`config.mk`:
```
export PLATFORM = sky130hd
export DESIGN_NAME = booth_multiplier_16bit
export DESIGN_NICKNAME = d
export VERILOG_FILES = /design/src/rtl/bm16_pkg.sv /design/src/rtl/booth_multiplier_16bit.sv /design/src/rtl/bm16_cell.sv
export SDC_FILE = /design/constraint.sdc
export NUM_CORES = 1
export LEC_CHECK = 0
export BUFFER_PORTS_ARGS = -buffer_cell sky130_fd_sc_hd__buf_2
export CAP_MARGIN = 20
export CORE_MARGIN = 2
export CORE_UTILIZATION = 40
export CTS_BUF_LIST = sky130_fd_sc_hd__clkbuf_8
export CTS_CLUSTER_DIAMETER = 50
export DETAILED_ROUTE_END_ITERATION = 12
export GPL_ROUTABILITY_DRIVEN = 0
export RECOVER_POWER = 50
export REMOVE_ABC_BUFFERS = 1
export SLEW_MARGIN = 20
export SYNTH_ARGS = -nofsm -noshare
export SYNTH_HDL_FRONTEND = slang
export SYNTH_SLANG_ARGS = --single-unit
```
`constraint.sdc`:
```
create_clock -name clk -period 3.8 [get_ports clk]
set_clock_uncertainty 0.1 [all_clocks]
set_input_delay 0 -clock clk [delete_from_list [all_inputs] [get_ports clk]]
set_output_delay 0 -clock clk [all_outputs]
set_load 0.005 [all_outputs]
```
`src/rtl/bm16_pkg.sv`:
```
`timescale 1ns / 1ps
`default_nettype none

package bm16_pkg;

  // fixed widths of the operand and product ports
  localparam int IN_WIDTH  = 16;
  localparam int OUT_WIDTH = 32;

  // booth recoding of the pair {multiplier lsb, extra bit}
  localparam logic [1:0] BOOTH_ADD = 2'b01;
  localparam logic [1:0] BOOTH_SUB = 2'b10;

  // control carried along the chain with each transaction
  typedef struct packed {
    logic valid;
  } bm16_ctrl_t;

endpackage

`default_nettype wire

```
`src/rtl/booth_multiplier_16bit.sv`:
```
`timescale 1ns / 1ps
`default_nettype none

// channel  | direction | handshake                  | payload
// ---------+-----------+----------------------------+---------------------------
// operands | in        | start high while busy low  | multiplicand, multiplier
// product  | out       | done high for one cycle    | product
//
// one booth step per cell, OPERAND_WIDTH cells in a row; a transaction
// accepted on start shows its product on done once it has passed through
// every registered cell of the chain
// a new transaction may enter at every edge, so busy stays low
// synchronous active-high reset clears the valid bits of the chain only
// the receiver cannot stall: each product is shown for one cycle only
module booth_multiplier_16bit #(
  parameter int OPERAND_WIDTH = 16
) (
  input  wire                               clk,
  input  wire                               rst,
  input  wire                               start,
  output logic                              busy,
  input  wire  signed [bm16_pkg::IN_WIDTH-1:0]  multiplicand,
  input  wire  signed [bm16_pkg::IN_WIDTH-1:0]  multiplier,
  output logic                              done,
  output logic signed [bm16_pkg::OUT_WIDTH-1:0] product
);
  import bm16_pkg::*;

  localparam int W = OPERAND_WIDTH;

  // chain taps: index 0 feeds the first cell, index W is the last cell's output
  bm16_ctrl_t   ctrl [0:W];
  logic [W-1:0] md   [0:W];
  logic [W-1:0] ac   [0:W];
  logic [W-1:0] mq   [0:W];
  logic         q1   [0:W];
  logic [2*W-1:0] full;

  // never held off: the chain takes a transaction every cycle
  assign busy = 1'b0;

  // operands are sign extended from the port width to W bits, or cut to their low W bits when W is not wider
  generate
    if (W <= IN_WIDTH) begin : g_in_narrow
      assign md[0] = multiplicand[W-1:0];
      assign mq[0] = multiplier[W-1:0];
    end else begin : g_in_wide
      assign md[0] = {{(W-IN_WIDTH){multiplicand[IN_WIDTH-1]}}, multiplicand};
      assign mq[0] = {{(W-IN_WIDTH){multiplier[IN_WIDTH-1]}}, multiplier};
    end
  endgenerate

  // accumulator and extra bit start at zero
  assign ctrl[0].valid = start & ~busy;
  assign ac[0]         = '0;
  assign q1[0]         = 1'b0;

  generate
    for (genvar i = 0; i < W; i++) begin : g_cell
      bm16_cell #(
        .W(W)
      ) u_cell (
        .clk      (clk),
        .rst      (rst),
        .in_ctrl  (ctrl[i]),
        .in_md    (md[i]),
        .in_ac    (ac[i]),
        .in_mq    (mq[i]),
        .in_q1    (q1[i]),
        .out_ctrl (ctrl[i+1]),
        .out_md   (md[i+1]),
        .out_ac   (ac[i+1]),
        .out_mq   (mq[i+1]),
        .out_q1   (q1[i+1])
      );
    end
  endgenerate

  // product is ac:mq, kept to the low 32 bits or zero extended
  assign full = {ac[W], mq[W]};

  generate
    if (2 * W >= OUT_WIDTH) begin : g_out_wide
      assign product = full[OUT_WIDTH-1:0];
    end else begin : g_out_narrow
      assign product = {{(OUT_WIDTH-2*W){1'b0}}, full};
    end
  endgenerate

  // the last cell's valid bit is the done strobe
  assign done = ctrl[W].valid;

  // every accepted transaction comes out on done once it has passed every cell
  a_latency : assert property (@(posedge clk) disable iff (rst)
    (start && !busy) |-> ##W done)
    else $error("product missing W cycles after start");

  // no product without a matching accepted transaction entering the chain before it
  a_no_spurious : assert property (@(posedge clk) disable iff (rst)
    done |-> $past(start && !busy, W))
    else $error("product without a matching start");

  // a zero multiplicand always yields a zero product
  a_zero_md : assert property (@(posedge clk) disable iff (rst)
    (start && !busy && multiplicand == '0) |-> ##W (product == '0))
    else $error("nonzero product for zero multiplicand");

  // the copies leaving the last cell belong to the transaction on done
  a_chain_copy : assert property (@(posedge clk) disable iff (rst)
    done |-> (md[W] == $past(md[0], W)) && (q1[W] == $past(mq[0][W-1], W)))
    else $error("chain copies out of step with the product");

endmodule

`default_nettype wire

```
`src/rtl/bm16_cell.sv`:
```
`timescale 1ns / 1ps
`default_nettype none

module bm16_cell #(
  parameter int W = 16
) (
  input  wire                 clk,
  input  wire                 rst,
  input  bm16_pkg::bm16_ctrl_t in_ctrl,
  input  wire  [W-1:0]        in_md,
  input  wire  [W-1:0]        in_ac,
  input  wire  [W-1:0]        in_mq,
  input  wire                 in_q1,
  output bm16_pkg::bm16_ctrl_t out_ctrl,
  output logic [W-1:0]        out_md,
  output logic [W-1:0]        out_ac,
  output logic [W-1:0]        out_mq,
  output logic                out_q1
);
  import bm16_pkg::*;

  logic [W-1:0] ac_sum;
  logic [W-1:0] ac_next;
  logic [W-1:0] mq_next;

  // add or subtract the multiplicand or hold ac, wrapping at W bits
  always_comb begin
    case ({in_mq[0], in_q1})
      BOOTH_ADD: ac_sum = in_ac + in_md;
      BOOTH_SUB: ac_sum = in_ac - in_md;
      default:   ac_sum = in_ac;
    endcase
  end

  // arithmetic shift right of ac:mq:q1 as one register
  assign ac_next = {ac_sum[W-1], ac_sum[W-1:1]};
  assign mq_next = {ac_sum[0], in_mq[W-1:1]};

  always_ff @(posedge clk) begin
    if (rst) begin
      out_ctrl.valid <= 1'b0;
    end else begin
      out_ctrl.valid <= in_ctrl.valid;
    end
  end

  always_ff @(posedge clk) begin
    out_md <= in_md;
    out_ac <= ac_next;
    out_mq <= mq_next;
    out_q1 <= in_mq[0];
  end

endmodule

`default_nettype wire

```
==> results of run 1 <==
sequential cells by signal, indices dropped and copies added, names as in the netlist:
register,cells
g_cell.u_cell.out_md,240
g_cell.u_cell.out_mq,256
g_cell.u_cell.out_q1,15
g_cell.u_cell.out_ctrl,16
g_cell.u_cell.out_ac,240
path summary, 6_finish.rpt:
| kind | to | slack [ns] | cells past startpoint |
|---|---|---|---|
| worst max-delay path | g_cell[9].u_cell.out_ac[14] | 0.17 | 14 |
| worst min-delay path | g_cell[0].u_cell.out_ac[0] | 0.07 | 5 |
| worst max register to register | g_cell[9].u_cell.out_ac[14] | 0.17 | 14 |
| worst min register to register | g_cell[15].u_cell.out_mq[14] | 0.21 | 0 |
per-layer routing:
metal	wire length, µm	up-vias	GRT usage, %	part of all wire [%]
met5	0	-	0	0
met4	1820	0	6.38	2.6
met3	2680	143	3.48	3.8
met2	33500	377	28.8	48
met1	31600	11100	19.6	45
li1	-	12800	-	-
metrics by stage:
step | setup WS [ns] | instance area (µm²) | power [µW] | std cells | utilization (%)
2_1_floorplan | 0.276 | 33200 | 20000 | 3438 | -
3_3_place_gp | 0.0965 | 35300 | 22500 | 4642 | 42.3
3_5_place_dp | 0.101 | 35300 | 22600 | 4642 | 42.3
4_1_cts | 0.0906 | 39100 | 31100 | 4962 | 46.9
5_1_grt | 0.0139 | 39100 | 33200 | 4964 | 46.9
6_report | 0.173 | 39100 | 30700 | 4964 | 46.9
final cells by class:
class / instances / area, µm²
clock buffers: 166 / 2280
fillers: 7844 / 44300
flip-flops and latches: 767 / 15400
inverters: 160 / 601
multi-input cells: 2511 / 17300
well taps: 1080 / 1350
diodes: 1 / 2.50
clock inverters: 74 / 686
repair buffers: 205 / 1570
logic make-up after synthesis:
logic type               Yosys count
AO/OA/AOI/OAI                    779
XOR/XNOR                         384
adder cells (fa/ha/maj)          271
buffers and inverters            245
flip-flops                       767
multiplexers                      57
other                              1
AND/OR/NAND/NOR                 1019
critical path, cell delays in order, from the launching register on:
cell	delay, ns
dfxtp_1	0.32
or3_1	0.41
or2_2	0.31
nor3_2	0.19
nor2_1	0.08
xnor2_1	0.13
ha_1	0.22
a21o_1	0.20
a21oi_1	0.14
nor2_1	0.06
or2_1	0.20
o41ai_1	0.35
buf_4	0.19
nor4_1	0.05
or4_1	0.54
synth_stat cells, types with 6 or more instances:
cell / n
nand2_1: 276
or4_1: 9
xnor2_1: 296
o2111ai_1: 7
a21oi_1: 239
fa_1: 15
o31ai_1: 29
or2_2: 8
nor2b_1: 51
o31a_1: 7
buf_4: 18
nand4_1: 12
a31oi_1: 47
a211o_1: 8
o21ba_2: 6
nor4b_1: 11
dfxtp_1: 767
o21a_1: 38
nand2b_1: 36
o211a_1: 6
nor4_1: 30
and2_1: 18
nand3_1: 48
a21o_1: 50
mux2i_1: 37
nor2_1: 257
nor3_1: 135
mux2_2: 20
a2111o_1: 7
o21bai_1: 24
clkbuf_1: 61
a41oi_1: 11
o21ai_1: 41
and3_1: 34
xor2_1: 88
nor3b_1: 19
ha_1: 256
o211ai_1: 9
and3b_1: 7
o21ai_0: 186
or3_1: 42
a211oi_1: 24
inv_1: 160
buf_1: 6
report_power, final:
| group | leakage, µW | switching (µW) | total, µW | internal [µW] |
|---|---|---|---|---|
| logic | 0.00872 | 5920 | 11200 | 5280 |
| registers | 0.00646 | 1210 | 11400 | 10100 |
| clock network | 0.00165 | 3480 | 8180 | 4700 |
| total | 0.0168 | 10600 | 30700 | 20100 |
what timing repair did:
item                                    in CTS  in global routing
endpoints found under the hold margin       64                  0
endpoints found under the setup margin       0                  2
hold buffers                                80                  0
gates resized for setup                      0                  3
setup buffers                                0                  0
==> flow_summary.json, run 1 <==
{
  "path_class": "reg -> reg",
  "yosysTopAreaCellShare_pct": 45.7,
  "drt_iter0_drc": 1068,
  "cts_tree": "yes",
  "required_ns": 4.36,
  "clock_tree.buffer_depth": 3,
  "drt-vias-per-instance": 4.93,
  "ys_async_sr_fraction_pct": 0,
  "synth_top_flop_cell": "dfxtp_1",
  "hold_viol_final": 0,
  "power_density_nw_per_um2": 785,
  "synthTopCellsByArea": "dfxtp_1, ha_1, xnor2_1",
  "syn_area_um2": 33600,
  "drive_above_1_share_pct": 9.86,
  "vias": 24500,
  "synthMuxAreaShare_pct": 1.77,
  "synth_cell_types": 70,
  "antenna_found_initial": 1,
  "clkTransAtPathRegs_ns": 0.06,
  "syn_inst": 3523,
  "routed_wl_um": 69700,
  "synth.ff_latch_count": 767,
  "grt_pass1_vias": 24200,
  "finalSetupViolCount": 0,
  "tightestPinTransition_ns": 0.977,
  "yosys_warnings": 0,
  "clockRootBuffer": "clkbuf_8",
  "cts.sinks": 767,
  "min_path_type": "in -> reg",
  "hp-start": "multiplicand[1]",
  "die_h_um": 294,
  "wire_per_inst_um": 14.0,
  "slew-limit-headroom_pct": 34.9,
  "mostFrequentLayoutCells": "dfxtp_1, xnor2_1, nand2_1",
  "synthSimpleGateAreaFrac_pct": 14.9,
  "ys_seq_area_share_pct": 45.7,
  "dieArea_um2": 86300,
  "r2r_start": "g_cell[8].u_cell.out_md[5]",
  "start_util_pct": 40.3,
  "post-route-period-util_pct": 95.5,
  "first_pass_iters": 5,
  "synth_top_family_by_area": "simple AND/OR/NAND/NOR gates",
  "yosys.area.top_type": "dfxtp_1",
  "nNetsFinal": 4089,
  "detail-route-antenna-nets": 0,
  "finalSetupTns_ns": 0,
  "peakVddDrop_mv": 0.345,
  "grt_max_degree": 35,
  "cp-startpoint": "g_cell[8].u_cell.out_md[5]",
  "final_max_slew_viol_count": 0,
  "path_max_fanout": 4,
  "drv_cap": 0,
  "std_cell_rows": 106,
  "place_hpwl_um": 51500,
  "drc": 0,
  "die_w_um": 294,
  "synth_compound_area_share_pct": 14.2,
  "synth-xor-area-share_pct": 10.0,
  "io_pins": 69,
  "layout_commonest_cell": "dfxtp_1",
  "worstSkewPairLatency_ns": 0.80,
  "syn_avg_cell_area_um2": 9.54,
  "grt_pass1_wl_um": 117000,
  "fin_crit_ns": 3.63,
  "cp.arrival_ns": 4.19,
  "grt_setup_unrepaired": "false",
  "cts_buffers": 138,
  "overflow": 0,
  "fmaxAchievable_mhz": 276,
  "io_buffers": 67,
  "core_um2": 83400,
  "outcome": "finished clean",
  "htreeDepth": 4,
  "end_kind": "register",
  "synthAdderAreaFrac_pct": 10.4,
  "crit_path_start_kind": "register",
  "synth_edf_count": 0,
  "p_leak_uw": 0.0168,
  "area_growth_pct": 16.5,
  "hold_slack_ns": 0.0749,
  "grt_usage_pct": 16.4
}
(Power assumes the default switching activity.)
==> run 2: changes to the inputs <==
Settings changed: RECOVER_POWER 50 to default.
==> run 2 against run 1 <==
Effect of this change: fmax increased by 0.53%; sequential share of layout area about the same; clock-buffer cell count did not move; largest power group unchanged; total power barely moved; core utilization barely moved; via count is essentially flat.
==> flow_summary.json, run 2 (synthesis results as in run 1) <==
{
  "outcome": "finished clean",
  "worst_slack_ns": 0.192,
  "io_buffers": 67,
  "seqPwrFrac_pct": 37.0,
  "finalSetupViolCount": 0,
  "first_pass_iters": 5,
  "path_max_fanout": 4,
  "placed_area_um2": 35300,
  "antenna_found_initial": 1,
  "r2r_start": "g_cell[8].u_cell.out_md[5]",
  "worstSkewPairLatency_ns": 0.80,
  "layout_commonest_cell": "dfxtp_1",
  "final_max_slew_viol_count": 0,
  "mostFrequentLayoutCells": "dfxtp_1, xnor2_1, nand2_1",
  "htreeDepth": 4,
  "finalSetupTns_ns": 0,
  "required_ns": 4.36,
  "intPower_uw": 20100,
  "area_growth_pct": 16.5,
  "end_kind": "register",
  "core_um2": 83400,
  "grt_setup_unrepaired": "false",
  "drt-vias-per-instance": 4.92,
  "tightestPinTransition_ns": 0.982,
  "start_util_pct": 40.3,
  "cp.arrival_ns": 4.17,
  "largest_register": "g_cell.u_cell.out_mq",
  "hp-start": "multiplicand[1]",
  "min_path_type": "in -> reg",
  "cts_buffers": 138,
  "grt_pass1_vias": 24200,
  "io_pins": 69,
  "fillers": 7840,
  "power_density_nw_per_um2": 785,
  "drive_above_1_share_pct": 9.99,
  "grt_pass1_wl_um": 117000,
  "place_ws_ns": 0.101,
  "clockRootBuffer": "clkbuf_8",
  "fin_crit_ns": 3.61,
  "place_hpwl_um": 51500,
  "die_w_um": 294,
  "vias": 24400,
  "clkTransAtPathRegs_ns": 0.06,
  "largest_reg_flops": 256,
  "grt_usage_pct": 16.4,
  "postLayoutCellArea_um2": 39100,
  "fmaxAchievable_mhz": 277,
  "dieArea_um2": 86300,
  "die_h_um": 294,
  "cp-startpoint": "g_cell[8].u_cell.out_md[5]",
  "cts.sinks": 767,
  "slew-limit-headroom_pct": 34.5,
  "grt_max_degree": 35,
  "nNetsFinal": 4089,
  "drt_iter0_drc": 1034,
  "routed_wl_um": 69600,
  "detail-route-antenna-nets": 0,
  "combPwrFrac_pct": 36.5,
  "path_class": "reg -> reg",
  "hold_viol_final": 0,
  "std_cell_rows": 106,
  "switchingPower_uw": 10600,
  "wire_per_inst_um": 14.0,
  "cts_tree": "yes",
  "peakVddDrop_mv": 0.345,
  "p_leak_uw": 0.0168,
  "clock_power_share_pct": 26.6,
  "reg_top3": "g_cell.u_cell.out_mq x256, g_cell.u_cell.out_ac x240, g_cell.u_cell.out_md x240",
  "crit_path_start_kind": "register",
  "switching_share_pct": 34.5,
  "drc": 0,
  "post-route-period-util_pct": 94.9,
  "drv_cap": 0,
  "final_core_util_pct": 46.9,
  "clock_tree.buffer_depth": 3,
  "overflow": 0
}
==> run 2: changes by cell type in the layout (fill, tap and decap cells not counted) <==
cell / before / now
clkbuf_1: 5 / 0
buf_2: 62 / 67
==> run 2: layout make-up <==
type,count,area [µm²],area share (%)
antenna,1,2.50,0.00639
clock buffer,166,2280,5.84
clock inverter,74,686,1.75
inverter,160,601,1.53
multi-input combinational,2511,17300,44.1
sequential,767,15400,39.2
tap,1080,1350,3.45
timing repair buffer,205,1580,4.03
==> run 2: final timing paths <==
path / to / slack, ns / cells after the start
hold / removal: g_cell[0].u_cell.out_ac[0] / 0.09 / 5
setup reg to reg: g_cell[9].u_cell.out_ac[14] / 0.19 / 14
setup / recovery: g_cell[9].u_cell.out_ac[14] / 0.19 / 14
hold reg to reg: g_cell[15].u_cell.out_mq[14] / 0.21 / 0
==> run 2: power by group through the flow <==
stage	registers [µW]	clock network [µW]	logic [µW]
floorplan	11100	0	8900
global placement	11600	0	10900
finish	11400	8170	11200
global route	11600	8860	12800
detailed placement	11600	0	11000
CTS	11400	8490	11200
==> run 2: repair_timing <==
| item | CTS | global route |
|---|---|---|
| buffers inserted | 0 | 0 |
| hold endpoints to repair | 64 | 0 |
| setup endpoints to repair | 0 | 2 |
| gates resized for setup | 0 | 3 |
| hold buffers | 80 | 0 |
==> run 2: worst max-delay path, stage by stage (launching register included) <==
cell,delay [ns]
dfxtp_1,0.32
or3_1,0.41
or2_2,0.31
nor3_2,0.19
nor2_1,0.09
xnor2_1,0.13
ha_1,0.22
a21o_1,0.20
a21oi_1,0.14
nor2_1,0.07
or2_1,0.20
o41ai_1,0.33
buf_4,0.19
nor4_1,0.05
or4_1,0.54
==> run 2: stage by stage <==
stage | std cells | hold WS, ns | power (µW)
after CTS | 4962 | 0.0109 | 31100
after global routing | 4964 | 0.0496 | 33200
after floorplan | 3438 | -0.0723 | 20000
after detailed placement | 4642 | 0.00357 | 22600
final | 4964 | 0.0869 | 30700
after global placement | 4642 | 0.00303 | 22500
==> run 2: layer usage <==
metal | up-vias | wire length [µm] | track usage [%]
met1 | 11100 | 31700 | 19.6
met3 | 142 | 2630 | 3.48
met5 | - | 0 | 0
met2 | 377 | 33500 | 28.8
li1 | 12800 | - | -
met4 | 0 | 1840 | 6.38
